## src/rtl/rvd_pkg.sv

```systemverilog
// Shared types, constants and codes of the video payload depacketizer.
`default_nettype none
package rvd_pkg;

	localparam int ADDR_W      = 26;
	localparam int PLEN_W      = 14;
	localparam int LINES_W     = 2;
	localparam int LT_DEPTH    = 3;
	localparam int HDR_IDX_W   = 3;
	localparam int PADDR_W     = 5;
	localparam int TGT_W       = 35;

	localparam logic [LINES_W-1:0]   MAX_LINES   = 2'd3;
	localparam logic [PLEN_W-1:0]    MAX_PAYLOAD = 14'd16383;
	localparam logic [PLEN_W-1:0]    SHORT_LEN   = 14'd8;
	localparam logic [HDR_IDX_W-1:0] ESN_LAST    = 3'd1;
	localparam logic [HDR_IDX_W-1:0] HDR_LAST    = 3'd5;

	// packet status codes
	localparam logic [2:0] ST_OK    = 3'd0;
	localparam logic [2:0] ST_SHORT = 3'd1;
	localparam logic [2:0] ST_LINES = 3'd2;
	localparam logic [2:0] ST_FIELD = 3'd3;
	localparam logic [2:0] ST_PKT   = 3'd4;
	localparam logic [2:0] ST_FRAME = 3'd5;

	// register word indexes
	localparam logic [2:0] REG_DECODE_ENABLE = 3'd0;
	localparam logic [2:0] REG_WIDTH_PIXELS  = 3'd1;
	localparam logic [2:0] REG_HEIGHT_LINES  = 3'd2;
	localparam logic [2:0] REG_INTERLACED    = 3'd3;
	localparam logic [2:0] REG_SMP_PER_PIX   = 3'd4;
	localparam logic [2:0] REG_BIT_DEPTH     = 3'd5;

	typedef enum logic [2:0] {
		PH_IDLE,
		PH_ESN,
		PH_HEADER,
		PH_DATA,
		PH_DROP
	} phase_t;

	typedef struct packed {
		logic [7:0]        payload_byte;
		logic              first_byte;
		logic              last_byte;
		logic [PLEN_W-1:0] payload_length;
		logic [31:0]       rtp_timestamp;
		logic [15:0]       rtp_sequence;
	} in_item_t;

	typedef struct packed {
		logic              write_enable;
		logic [ADDR_W-1:0] write_address;
		logic [7:0]        write_data;
		logic              frame_start;
		logic [31:0]       frames_total;
		logic              packet_end;
		logic [31:0]       full_sequence;
		logic [2:0]        status;
		logic [14:0]       top_line;
	} out_item_t;

	typedef struct packed {
		logic        decode_enable;
		logic [13:0] width_pixels;
		logic [12:0] height_lines;
		logic        interlaced;
		logic [2:0]  smp_per_pix;
		logic [4:0]  bit_depth;
	} cfg_t;

	typedef struct packed {
		logic       take;
		phase_t     ph0;
		logic       fin_hdr;
		logic       cur_clr;
		logic       cur_inc;
		logic       err_set;
		logic [2:0] err_code;
		logic       bl_load;
		logic       emit;
		logic       emit_hold;
		phase_t     ph_final;
	} cmd_t;

	typedef struct packed {
		logic first;
		logic last;
		logic short_pkt;
		logic decode_en;
		logic esn_done;
		logic hdr_done;
		logic field_err;
		logic too_many;
		logic cont_more;
		logic line_end;
		logic bl_more;
		logic bl_err4;
		logic bl_err5;
		logic bl_zero;
	} sts_t;

endpackage
`default_nettype wire

```

## src/rtl/rvd_regs.sv

```systemverilog
// Configuration register file behind the APB-style port.
`default_nettype none
module rvd_regs (
	input  logic                         clk,
	input  logic                         arst_n,
	input  logic                         psel,
	input  logic                         penable,
	input  logic                         pwrite,
	input  logic [rvd_pkg::PADDR_W-1:0]  paddr,
	input  logic [31:0]                  pwdata,
	output logic [31:0]                  prdata,
	output logic                         pready,
	output rvd_pkg::cfg_t                cfg
);

	rvd_pkg::cfg_t cfg_q;
	logic [2:0]    idx;
	logic          wr;

	assign pready = 1'b1;
	assign idx    = paddr[rvd_pkg::PADDR_W-1:2];
	assign wr     = psel && penable && pwrite;
	assign cfg    = cfg_q;

	// write on the access phase of a write transaction
	always_ff @(posedge clk or negedge arst_n) begin
		if (!arst_n) begin
			cfg_q.decode_enable <= 1'b1;
			cfg_q.width_pixels  <= 14'd1920;
			cfg_q.height_lines  <= 13'd1080;
			cfg_q.interlaced    <= 1'b0;
			cfg_q.smp_per_pix   <= 3'd2;
			cfg_q.bit_depth     <= 5'd10;
		end else if (wr) begin
			unique case (idx)
				rvd_pkg::REG_DECODE_ENABLE: cfg_q.decode_enable <= pwdata[0];
				rvd_pkg::REG_WIDTH_PIXELS:  cfg_q.width_pixels  <= pwdata[13:0];
				rvd_pkg::REG_HEIGHT_LINES:  cfg_q.height_lines  <= pwdata[12:0];
				rvd_pkg::REG_INTERLACED:    cfg_q.interlaced    <= pwdata[0];
				rvd_pkg::REG_SMP_PER_PIX:   cfg_q.smp_per_pix   <= pwdata[2:0];
				rvd_pkg::REG_BIT_DEPTH:     cfg_q.bit_depth     <= pwdata[4:0];
				default: ;
			endcase
		end
	end

	// read back
	always_comb begin
		unique case (idx)
			rvd_pkg::REG_DECODE_ENABLE: prdata = {31'd0, cfg_q.decode_enable};
			rvd_pkg::REG_WIDTH_PIXELS:  prdata = {18'd0, cfg_q.width_pixels};
			rvd_pkg::REG_HEIGHT_LINES:  prdata = {19'd0, cfg_q.height_lines};
			rvd_pkg::REG_INTERLACED:    prdata = {31'd0, cfg_q.interlaced};
			rvd_pkg::REG_SMP_PER_PIX:   prdata = {29'd0, cfg_q.smp_per_pix};
			rvd_pkg::REG_BIT_DEPTH:     prdata = {27'd0, cfg_q.bit_depth};
			default:                    prdata = 32'd0;
		endcase
	end

endmodule
`default_nettype wire

```

## src/rtl/rvd_dp.sv

```systemverilog
// Datapath: packet counters, header capture, line table, line address unit, result register.
`default_nettype none
module rvd_dp (
	input  logic                clk,
	input  logic                arst_n,
	input  rvd_pkg::cfg_t       cfg,
	input  rvd_pkg::in_item_t   item,
	input  rvd_pkg::cmd_t       cmd,
	output rvd_pkg::sts_t       sts,
	output rvd_pkg::out_item_t  result
);

	// control-side registers
	logic [rvd_pkg::HDR_IDX_W-1:0] idx_q;
	logic [rvd_pkg::LINES_W-1:0]   lines_q, cur_q;
	logic [rvd_pkg::PLEN_W-1:0]    cons_q, plen_q;
	logic [15:0]                   seq_q, esn_q, bl_q;
	logic [rvd_pkg::ADDR_W-1:0]    wptr_q;
	logic [31:0]                   last_ts_q, frames_q;
	logic                          seen_q;
	logic [14:0]                   highest_q;
	logic [2:0]                    perr_q;

	// payload registers
	logic [7:0]  hdr_q [5];
	logic [15:0] lt_len_q [rvd_pkg::LT_DEPTH];
	logic [14:0] lt_line_q [rvd_pkg::LT_DEPTH];
	logic [14:0] lt_off_q [rvd_pkg::LT_DEPTH];
	logic [7:0]  spd_s1;
	logic [18:0] lb_s2;
	logic [19:0] offb_s2;
	logic [rvd_pkg::TGT_W-1:0] tgt_s3;
	logic [31:0] buf_s3;
	logic        hold_we_q, hold_nf_q, hold_pe_q;
	logic [rvd_pkg::ADDR_W-1:0] hold_addr_q;
	logic [7:0]  hold_data_q;
	rvd_pkg::out_item_t result_q;

	logic                          first_t, active, wr, new_frm, hdr_ok, pe;
	logic [rvd_pkg::HDR_IDX_W-1:0] idx_b;
	logic [rvd_pkg::LINES_W-1:0]   lines_b, cur_sel;
	logic [rvd_pkg::PLEN_W-1:0]    cons_b, cons_nx, plen_nx, remaining;
	logic [15:0]                   seq_nx, esn_b, esn_nx, bl_dec, h_len, cur_len;
	logic [14:0]                   h_line, h_off, highest_nx;
	logic [31:0]                   frames_nx;
	logic [2:0]                    perr_b, perr_nx, final_err;
	logic [21:0]                   lb_prod;
	logic [22:0]                   off_prod;
	logic [33:0]                   line_prod;
	logic [12:0]                   h_eff;
	logic [rvd_pkg::TGT_W:0]       tgt_end;
	rvd_pkg::out_item_t            res_c;

	// per-item values after the first-byte restart
	assign first_t = cmd.take && item.first_byte;
	assign idx_b   = first_t ? '0 : idx_q;
	assign lines_b = first_t ? '0 : lines_q;
	assign cons_b  = first_t ? '0 : cons_q;
	assign plen_nx = first_t ? item.payload_length : plen_q;
	assign seq_nx  = first_t ? item.rtp_sequence : seq_q;
	assign active  = cmd.take && (cmd.ph0 != rvd_pkg::PH_IDLE);
	assign cons_nx = (active && cons_b < rvd_pkg::MAX_PAYLOAD) ? cons_b + 1'b1 : cons_b;
	assign wr      = cmd.take && (cmd.ph0 == rvd_pkg::PH_DATA);

	// line header fields, last byte taken straight from the input
	assign h_len  = {hdr_q[0], hdr_q[1]};
	assign h_line = {hdr_q[2][6:0], hdr_q[3]};
	assign h_off  = {hdr_q[4][6:0], item.payload_byte};

	assign esn_b  = first_t ? 16'd0 : esn_q;
	assign esn_nx = (cmd.take && cmd.ph0 == rvd_pkg::PH_ESN) ? {esn_b[7:0], item.payload_byte}
		: esn_b;

	// frame detection on timestamp change
	assign new_frm   = first_t && seen_q && (item.rtp_timestamp != last_ts_q);
	assign frames_nx = frames_q + {31'd0, new_frm};

	assign hdr_ok     = cmd.take && cmd.ph0 == rvd_pkg::PH_HEADER && sts.hdr_done && !sts.field_err;
	assign highest_nx = (hdr_ok && h_line > highest_q) ? h_line : highest_q;

	assign perr_b  = first_t ? ((item.payload_length < rvd_pkg::SHORT_LEN) ? rvd_pkg::ST_SHORT
		: rvd_pkg::ST_OK) : perr_q;
	assign perr_nx = cmd.err_set ? cmd.err_code : perr_b;

	assign bl_dec = (bl_q != 16'd0) ? bl_q - 1'b1 : 16'd0;

	// line address unit: table entry of the current line
	assign cur_sel   = (cur_q == rvd_pkg::MAX_LINES) ? '0 : cur_q;
	assign cur_len   = lt_len_q[cur_sel];
	assign remaining = (plen_q > cons_q) ? plen_q - cons_q : '0;
	assign lb_prod   = {8'd0, cfg.width_pixels} * {14'd0, spd_s1};
	assign off_prod  = {8'd0, lt_off_q[cur_sel]} * {15'd0, spd_s1};
	assign line_prod = {15'd0, lb_s2} * {19'd0, lt_line_q[cur_sel]};
	assign h_eff     = cfg.interlaced ? {1'b0, cfg.height_lines[12:1]} : cfg.height_lines;
	assign tgt_end   = {1'b0, tgt_s3} + {20'd0, cur_len};

	// status towards the controller
	always_comb begin
		sts.first     = item.first_byte;
		sts.last      = item.last_byte;
		sts.short_pkt = item.payload_length < rvd_pkg::SHORT_LEN;
		sts.decode_en = cfg.decode_enable;
		sts.esn_done  = idx_b == rvd_pkg::ESN_LAST;
		sts.hdr_done  = idx_b == rvd_pkg::HDR_LAST;
		sts.field_err = hdr_q[2][7] && !cfg.interlaced;
		sts.too_many  = lines_b >= rvd_pkg::MAX_LINES;
		sts.cont_more = hdr_q[4][7] && (cons_nx < plen_nx);
		sts.line_end  = bl_dec == 16'd0;
		sts.bl_more   = cur_q < lines_q;
		sts.bl_err4   = cur_len > {2'd0, remaining};
		sts.bl_err5   = tgt_end > {4'd0, buf_s3};
		sts.bl_zero   = cur_len == 16'd0;
	end

	// assemble the result, closing the packet on its last byte
	always_comb begin
		pe = cmd.emit_hold ? hold_pe_q : (active && item.last_byte);
		final_err = (perr_nx == rvd_pkg::ST_OK && (cmd.ph_final == rvd_pkg::PH_ESN ||
			cmd.ph_final == rvd_pkg::PH_HEADER || cmd.ph_final == rvd_pkg::PH_DATA))
			? rvd_pkg::ST_PKT : perr_nx;
		res_c.write_enable  = cmd.emit_hold ? hold_we_q : wr;
		res_c.write_address = cmd.emit_hold ? hold_addr_q : (wr ? wptr_q : '0);
		res_c.write_data    = cmd.emit_hold ? hold_data_q : (wr ? item.payload_byte : 8'd0);
		res_c.frame_start   = cmd.emit_hold ? hold_nf_q : new_frm;
		res_c.frames_total  = frames_nx;
		res_c.packet_end    = pe;
		res_c.status        = pe ? final_err : rvd_pkg::ST_OK;
		res_c.full_sequence = (pe && final_err != rvd_pkg::ST_SHORT) ? {esn_nx, seq_nx} : 32'd0;
		res_c.top_line      = highest_nx;
	end

	assign result = result_q;

	// packet and frame state
	always_ff @(posedge clk or negedge arst_n) begin
		if (!arst_n) begin
			idx_q     <= '0;
			lines_q   <= '0;
			cur_q     <= '0;
			cons_q    <= '0;
			plen_q    <= '0;
			seq_q     <= '0;
			esn_q     <= '0;
			bl_q      <= '0;
			wptr_q    <= '0;
			last_ts_q <= '0;
			frames_q  <= '0;
			seen_q    <= 1'b0;
			highest_q <= '0;
			perr_q    <= '0;
		end else begin
			if (cmd.take) begin
				case (cmd.ph0)
					rvd_pkg::PH_ESN:    idx_q <= sts.esn_done ? '0 : idx_b + 1'b1;
					rvd_pkg::PH_HEADER: idx_q <= sts.hdr_done ? '0 : idx_b + 1'b1;
					default:            idx_q <= idx_b;
				endcase
				lines_q <= cmd.fin_hdr ? lines_b + 1'b1 : lines_b;
				cons_q  <= cons_nx;
			end
			if (cmd.cur_clr || first_t)
				cur_q <= '0;
			else if (cmd.cur_inc)
				cur_q <= cur_q + 1'b1;
			if (first_t)
				bl_q <= '0;
			else if (cmd.bl_load)
				bl_q <= cur_len;
			else if (wr)
				bl_q <= bl_dec;
			if (cmd.bl_load)
				wptr_q <= tgt_s3[rvd_pkg::ADDR_W-1:0];
			else if (wr)
				wptr_q <= wptr_q + 1'b1;
			if (first_t) begin
				seen_q    <= 1'b1;
				last_ts_q <= item.rtp_timestamp;
			end
			plen_q    <= plen_nx;
			seq_q     <= seq_nx;
			esn_q     <= esn_nx;
			frames_q  <= frames_nx;
			highest_q <= highest_nx;
			perr_q    <= perr_nx;
		end
	end

	// header bytes, line table, address stages, held result and output register
	always_ff @(posedge clk) begin
		if (cmd.take && cmd.ph0 == rvd_pkg::PH_HEADER && idx_b < rvd_pkg::HDR_LAST)
			hdr_q[idx_b] <= item.payload_byte;
		if (cmd.fin_hdr) begin
			lt_len_q[lines_b]  <= h_len;
			lt_line_q[lines_b] <= h_line;
			lt_off_q[lines_b]  <= h_off;
		end
		spd_s1  <= {5'd0, cfg.smp_per_pix} * {3'd0, cfg.bit_depth};
		lb_s2   <= lb_prod[21:3];
		offb_s2 <= off_prod[22:3];
		tgt_s3  <= {1'b0, line_prod} + {15'd0, offb_s2};
		buf_s3  <= {19'd0, h_eff} * {13'd0, lb_s2};
		if (cmd.take) begin
			hold_we_q   <= wr;
			hold_addr_q <= wr ? wptr_q : '0;
			hold_data_q <= wr ? item.payload_byte : 8'd0;
			hold_nf_q   <= new_frm;
			hold_pe_q   <= item.last_byte;
		end
		if (cmd.emit)
			result_q <= res_c;
	end

endmodule
`default_nettype wire

```

## src/rtl/rvd_ctrl.sv

```systemverilog
// Controller: packet parse phase, line-start sequencing and result handshake.
`default_nettype none
module rvd_ctrl (
	input  logic          clk,
	input  logic          arst_n,
	input  logic          item_valid,
	output logic          item_ready,
	output logic          result_valid,
	input  logic          result_ready,
	input  rvd_pkg::sts_t sts,
	output rvd_pkg::cmd_t cmd
);

	typedef enum logic [2:0] {
		S_RUN,
		S_BL_A,
		S_BL_B,
		S_BL_C,
		S_EMIT
	} state_t;

	state_t            state_q;
	rvd_pkg::phase_t   phase_q, ph0, ph1, bl_ph;
	logic              last_q, ov_q;
	logic              out_free, take, need_bl, fin, clr, inc_run, err_run, bl_loop, bl_ok;
	logic [2:0]        code_run, code_bl;
	logic              err_bl;

	assign out_free     = !ov_q || result_ready;
	assign item_ready   = (state_q == S_RUN) && out_free;
	assign take         = item_valid && item_ready;
	assign result_valid = ov_q;

	// phase step for an accepted byte
	always_comb begin
		ph0 = sts.first ? (sts.short_pkt ? rvd_pkg::PH_DROP : rvd_pkg::PH_ESN) : phase_q;
		ph1      = ph0;
		need_bl  = 1'b0;
		fin      = 1'b0;
		clr      = 1'b0;
		inc_run  = 1'b0;
		err_run  = 1'b0;
		code_run = rvd_pkg::ST_OK;
		unique case (ph0)
			rvd_pkg::PH_ESN: begin
				if (sts.esn_done)
					ph1 = sts.decode_en ? rvd_pkg::PH_HEADER : rvd_pkg::PH_DROP;
			end
			rvd_pkg::PH_HEADER: begin
				if (sts.hdr_done) begin
					if (sts.field_err) begin
						err_run  = 1'b1;
						code_run = rvd_pkg::ST_FIELD;
						ph1      = rvd_pkg::PH_DROP;
					end else if (sts.too_many) begin
						err_run  = 1'b1;
						code_run = rvd_pkg::ST_LINES;
						ph1      = rvd_pkg::PH_DROP;
					end else begin
						fin = 1'b1;
						if (!sts.cont_more) begin
							clr     = 1'b1;
							need_bl = 1'b1;
						end
					end
				end
			end
			rvd_pkg::PH_DATA: begin
				if (sts.line_end) begin
					inc_run = 1'b1;
					need_bl = 1'b1;
				end
			end
			rvd_pkg::PH_IDLE, rvd_pkg::PH_DROP: ;
			default: ;
		endcase
	end

	// line start outcome
	always_comb begin
		bl_ph   = rvd_pkg::PH_DROP;
		bl_loop = 1'b0;
		bl_ok   = 1'b0;
		err_bl  = 1'b0;
		code_bl = rvd_pkg::ST_OK;
		if (!sts.bl_more) begin
			bl_ph = rvd_pkg::PH_DROP;
		end else if (sts.bl_err4) begin
			err_bl  = 1'b1;
			code_bl = rvd_pkg::ST_PKT;
		end else if (sts.bl_err5) begin
			err_bl  = 1'b1;
			code_bl = rvd_pkg::ST_FRAME;
		end else if (sts.bl_zero) begin
			bl_loop = 1'b1;
		end else begin
			bl_ok = 1'b1;
			bl_ph = rvd_pkg::PH_DATA;
		end
	end

	// commands to the datapath
	always_comb begin
		cmd.take      = take;
		cmd.ph0       = ph0;
		cmd.fin_hdr   = take && fin;
		cmd.cur_clr   = take && clr;
		cmd.cur_inc   = (take && inc_run) || (state_q == S_BL_C && bl_loop);
		cmd.err_set   = (take && err_run) || (state_q == S_BL_C && err_bl);
		cmd.err_code  = (state_q == S_BL_C) ? code_bl : code_run;
		cmd.bl_load   = (state_q == S_BL_C) && bl_ok;
		cmd.emit      = (take && !need_bl) || (state_q == S_EMIT && out_free);
		cmd.emit_hold = state_q == S_EMIT;
		cmd.ph_final  = (state_q == S_EMIT) ? phase_q : ph1;
	end

	// sequencer, parse phase and output valid
	always_ff @(posedge clk or negedge arst_n) begin
		if (!arst_n) begin
			state_q <= S_RUN;
			phase_q <= rvd_pkg::PH_IDLE;
			last_q  <= 1'b0;
			ov_q    <= 1'b0;
		end else begin
			unique case (state_q)
				S_RUN: begin
					if (take) begin
						if (need_bl) begin
							state_q <= S_BL_A;
							last_q  <= sts.last;
							phase_q <= ph1;
						end else if (sts.last && ph0 != rvd_pkg::PH_IDLE) begin
							phase_q <= rvd_pkg::PH_IDLE;
						end else begin
							phase_q <= ph1;
						end
					end
				end
				S_BL_A: state_q <= S_BL_B;
				S_BL_B: state_q <= S_BL_C;
				S_BL_C: begin
					if (bl_loop) begin
						state_q <= S_BL_A;
					end else begin
						phase_q <= bl_ph;
						state_q <= S_EMIT;
					end
				end
				S_EMIT: begin
					if (out_free) begin
						state_q <= S_RUN;
						if (last_q)
							phase_q <= rvd_pkg::PH_IDLE;
					end
				end
				default: state_q <= S_RUN;
			endcase
			if (cmd.emit)
				ov_q <= 1'b1;
			else if (result_ready)
				ov_q <= 1'b0;
		end
	end

	// the address stages always run their full length
	a_bl_seq: assert property (@(posedge clk) disable iff (!arst_n)
		state_q == S_BL_A |=> state_q == S_BL_B)
		else $error("line start sequence skipped a stage");

	// a result never overwrites one still waiting
	a_no_overrun: assert property (@(posedge clk) disable iff (!arst_n)
		cmd.emit |-> (!ov_q || result_ready))
		else $error("result register overrun");

	// a closed packet leaves the parser idle
	a_close_idle: assert property (@(posedge clk) disable iff (!arst_n)
		(take && !need_bl && sts.last && ph0 != rvd_pkg::PH_IDLE) |=>
		phase_q == rvd_pkg::PH_IDLE)
		else $error("parser not idle after packet end");

	// a held result is handed over once the output is free, then S_RUN resumes
	a_hold_emit: assert property (@(posedge clk) disable iff (!arst_n)
		(state_q == S_EMIT && out_free) |=> (state_q == S_RUN && ov_q))
		else $error("held result not delivered");

endmodule
`default_nettype wire

```

## src/rtl/rfc4175_video_depacketizer.sv

```systemverilog
// Top level of the uncompressed video payload depacketizer.
// Takes one RTP payload byte per transaction and returns one result per byte.
// Each time a line starts (after the last line header of a packet and when a
// line's data runs out) the input stalls while the controller steps through
// S_BL_A, S_BL_B (the multiply stages of the line address unit), S_BL_C (bounds
// check) and S_EMIT (held result out); a zero-length line goes back to S_BL_A.
// A result register parts the two sides, so a new byte is taken in the same
// cycle as a pending result leaves.
`default_nettype none
module rfc4175_video_depacketizer (
	input  logic                        clk,
	input  logic                        arst_n,
	input  logic                        item_valid,
	output logic                        item_ready,
	input  rvd_pkg::in_item_t           item,
	output logic                        result_valid,
	input  logic                        result_ready,
	output rvd_pkg::out_item_t          result,
	input  logic                        psel,
	input  logic                        penable,
	input  logic                        pwrite,
	input  logic [rvd_pkg::PADDR_W-1:0] paddr,
	input  logic [31:0]                 pwdata,
	output logic [31:0]                 prdata,
	output logic                        pready
);

	rvd_pkg::cfg_t cfg;
	rvd_pkg::cmd_t cmd;
	rvd_pkg::sts_t sts;

	rvd_regs u_regs (
		.clk     (clk),
		.arst_n  (arst_n),
		.psel    (psel),
		.penable (penable),
		.pwrite  (pwrite),
		.paddr   (paddr),
		.pwdata  (pwdata),
		.prdata  (prdata),
		.pready  (pready),
		.cfg     (cfg)
	);

	rvd_ctrl u_ctrl (
		.clk          (clk),
		.arst_n       (arst_n),
		.item_valid   (item_valid),
		.item_ready   (item_ready),
		.result_valid (result_valid),
		.result_ready (result_ready),
		.sts          (sts),
		.cmd          (cmd)
	);

	rvd_dp u_dp (
		.clk    (clk),
		.arst_n (arst_n),
		.cfg    (cfg),
		.item   (item),
		.cmd    (cmd),
		.sts    (sts),
		.result (result)
	);

endmodule
`default_nettype wire

```

## config.mk

```make
export PLATFORM = sky130hd
export DESIGN_NAME = rfc4175_video_depacketizer
export DESIGN_NICKNAME = d
export VERILOG_FILES = /design/src/rtl/rvd_pkg.sv /design/src/rtl/rvd_regs.sv /design/src/rtl/rvd_dp.sv /design/src/rtl/rvd_ctrl.sv /design/src/rtl/rfc4175_video_depacketizer.sv
export SDC_FILE = /design/constraint.sdc
export NUM_CORES = 2
export LEC_CHECK = 0
export BUFFER_PORTS_ARGS = -buffer_cell sky130_fd_sc_hd__buf_2
export CAP_MARGIN = 15
export CORE_MARGIN = 2
export CORE_UTILIZATION = 35
export CTS_BUF_LIST = sky130_fd_sc_hd__clkbuf_8
export CTS_CLUSTER_DIAMETER = 100
export DETAILED_ROUTE_END_ITERATION = 7
export PLACE_DENSITY = 0.61
export SKIP_CTS_REPAIR_TIMING = 1
export SYNTH_ARGS = -nofsm -noshare
export SYNTH_HDL_FRONTEND = slang
export SYNTH_SLANG_ARGS = --single-unit
```

## constraint.sdc

```tcl
create_clock -name clk -period 13.7 [get_ports clk]
set_clock_uncertainty 0.2 [all_clocks]
set_input_delay 2.74 -clock clk [delete_from_list [all_inputs] [get_ports clk]]
set_output_delay 2.74 -clock clk [all_outputs]
set_load 0.02 [all_outputs]
```

==> qor.yml <==
outcome: "finished, final reports clean"
grt_first_pass_wirelength_mm: 217
arrival_ns: 9.09
critPathLaunchType: "register"
cts_root_buf: "clkbuf_8"
dp.final_hpwl_mm: 99.5
worst-path-max-fanout: 46
grt_pass1_vias: 39900
leakagePower_nw: 27.7
start_util_pct: 35.3
placed_cells: 7519
layout_commonest_cell: "nand2_1"
hp-class: "reg -> reg"
yosysWarnings: 0
first_pass_iters: 5
drc: 0
cts.sinks: 685
synth.ff_latch_count: 685
port_buffers: 230
grt_use_total_pct: 17.1
clk_pin_slew_worst_paths_ns: 0.07
design_area_um2: 60400
viasPerCell: 4.93
dpl_cell_area_um2: 57900
wirelength_mm: 133
relSlewSlack_pct: 31.6
drv_cap: 0
drt-initial-drc-count: 2145
fin_nets: 6681
final_cell_mix: "nand2_1 (857), inv_1 (781), fa_1 (582)"
max-vdd-ir-drop_v: 0.000394
antenna_found_initial: 5
yosysSeqAreaShare_pct: 33.5
synthCells: 5394
end_kind: "register"
fin_crit_sh_pct: 64.0
cpLargestDelayFamily: "compound AO/OA/AOI/OAI gates"
die_w_um: 399
dieHeight_um: 399
synth_edf_count: 334
grt_max_degree: 106
antenna_left: 0
cts_buffers: 109
finalNonFillerCells: 7731
syn_area_um2: 54500
core.rowCount: 144
power.density_nw_per_um2: 231
fmax_ghz: 0.114
syn_avg_cell_area_um2: 10.1
synth_ff_type: "edfxtp_1"
core_um2: 154000
synth_top_area_share_pct: 21.4
pin_count: 270
netlist_top_cells_area: "fa_1 (21%), edfxtp_1 (18%), dfrtp_1 (10%), ha_1 (9.0%), nand2_1 (5.9%)"
htreeDepth: 3
slowest_delay_ns: 0.76
clk_latency_ns: 0.82
fin_util_pct: 39.1
drive_gt1_share_pct: 10.9
post_drt_wl_per_cell_um: 17.3
power_w: 0.0140
slew_violations: 0
async_reset_ff_share_pct: 34.6
rsz0062_at_grt: "false"
required_ns: 14.03
fillers: 15200
yosysTopAreaCell: "fa_1"
worstSetupPathType: "reg -> reg"
syn_to_final_growth_pct: 10.8
clock_path_buffers: 3
vias: 38100
synth_cell_types: 90
slowest_stage: "o221a_2"
final_hold_viol_count: 0
setup_viol: 0
overflow: 0
cts_tree: "built"
dieArea_um2: 159000
tightest_slew_ns: 1.03
period_minus_slack_ns: 8.77
tns_ns: 0
path_buf_inv: 3
place_congestion: 0.858
## report_power, final
part	switching, W	internal (W)
logic	0.00528	0.00376
clock network	0.000875	0.00104
registers	0.000329	0.00269
## routing by layer
metal	up-vias	share of wire, %	wire (um)	global-route usage, %
met5	-	0.020	27	0
met4	4	2.9	3910	5.61
li1	17900	-	-	-
met1	19200	44	58500	22.5
met2	826	49	64800	28.8
met3	216	4.7	6220	2.51
## Yosys cell counts, types with 50 or more instances
cell / instances
nand2_1: 857
inv_1: 747
fa_1: 582
ha_1: 393
edfxtp_1: 334
dfrtp_1: 225
a21oi_1: 196
xnor2_1: 183
nor2_1: 182
and2_1: 173
clkbuf_1: 159
nor2b_1: 158
o21ai_0: 116
dfxtp_1: 114
mux2_2: 75
a21o_1: 73
mux2i_1: 72
nand3_1: 70
and3_1: 66
nor3_1: 61
nand4_1: 50
## cells by family after synthesis
family                     count (synthesis)  synth area share (%)
and+or+nand+nor                         1760                  15.4
adders and majority gates                975                  30.4
buffers and inverters                    985                  7.01
other                                      2                0.0138
muxes                                    148                  2.89
DFF                                      685                  33.5
AOI/OAI and AO/OA                        611                  7.15
xor gates and xnor gates                 228                  3.66
## state kept, by name, indices dropped and copies added (netlist names), 32 cells and up
register and cells:
u_dp.result 119, u_dp.lt_len_q 48, u_dp.tgt_s3 35, u_dp.frames_q 32, u_dp.last_ts_q 32, u_dp.lt_line_q 45, u_regs.cfg 37, u_dp.hdr_q 40
u_dp.buf_s3 32, u_dp.lt_off_q 45
## worst reg2reg max path: stages (launching register included)
cell and delay (ns):
dfrtp_1 0.41, inv_1 0.07, ha_2 0.15, buf_4 0.64, mux2i_1 0.31, nor2_1 0.05
a21oi_1 0.63, inv_1 0.23, ha_1 0.35, a211oi_1 0.31, o21ai_0 0.18, a211oi_1 0.38
nor3_1 0.13, a211oi_2 0.40, nor3_1 0.20, and2_1 0.24, xor2_1 0.16, ha_1 0.30
nand4_1 0.18, nor4_1 0.43, nand2_1 0.17, or3_1 0.37, o21ai_0 0.12, o2111ai_2 0.40
a211oi_2 0.54, o221a_2 0.77, a21oi_1 0.18
## cell type report
| type | count | area, um^2 | area share (%) |
|---|---|---|---|
| Multi-Input combinational cell | 3741 | 32600 | 54.0 |
| Sequential cell | 685 | 18300 | 30.2 |
| Inverter | 748 | 2810 | 4.65 |
| Tap cell | 2044 | 2560 | 4.24 |
| Clock buffer | 129 | 1780 | 2.94 |
| Timing Repair Buffer | 305 | 1750 | 2.89 |
| Clock inverter | 78 | 629 | 1.04 |
| Antenna cell | 1 | 2.50 | 0.00414 |
## final timing paths
path | start | to | slack [ns] | cells past startpoint
worst min register to register | u_dp.hdr_q[0][4] | u_dp.lt_len_q[2][12] | 0.25 | 0
worst max-delay path | u_dp.cur_q[1] | u_dp.result[38] | 4.93 | 26
worst min-delay path | u_dp.hdr_q[0][4] | u_dp.lt_len_q[2][12] | 0.25 | 0
worst max register to register | u_dp.cur_q[1] | u_dp.result[38] | 4.93 | 26
max in group asynchronous | arst_n | u_regs.cfg[23] | 10.07 | 2
min in group asynchronous | arst_n | u_dp.frames_q[30] | 1.76 | 1
## metrics by stage
step           setup slack, ns  hold WS (ns)
2_1_floorplan          0.00721         0.232
6_report                  4.93         0.249
3_5_place_dp              3.95         0.253
3_3_place_gp              4.02         0.241
5_1_grt                   4.36         0.255
4_1_cts                   4.80         0.240
(Power assumes the default switching activity.)
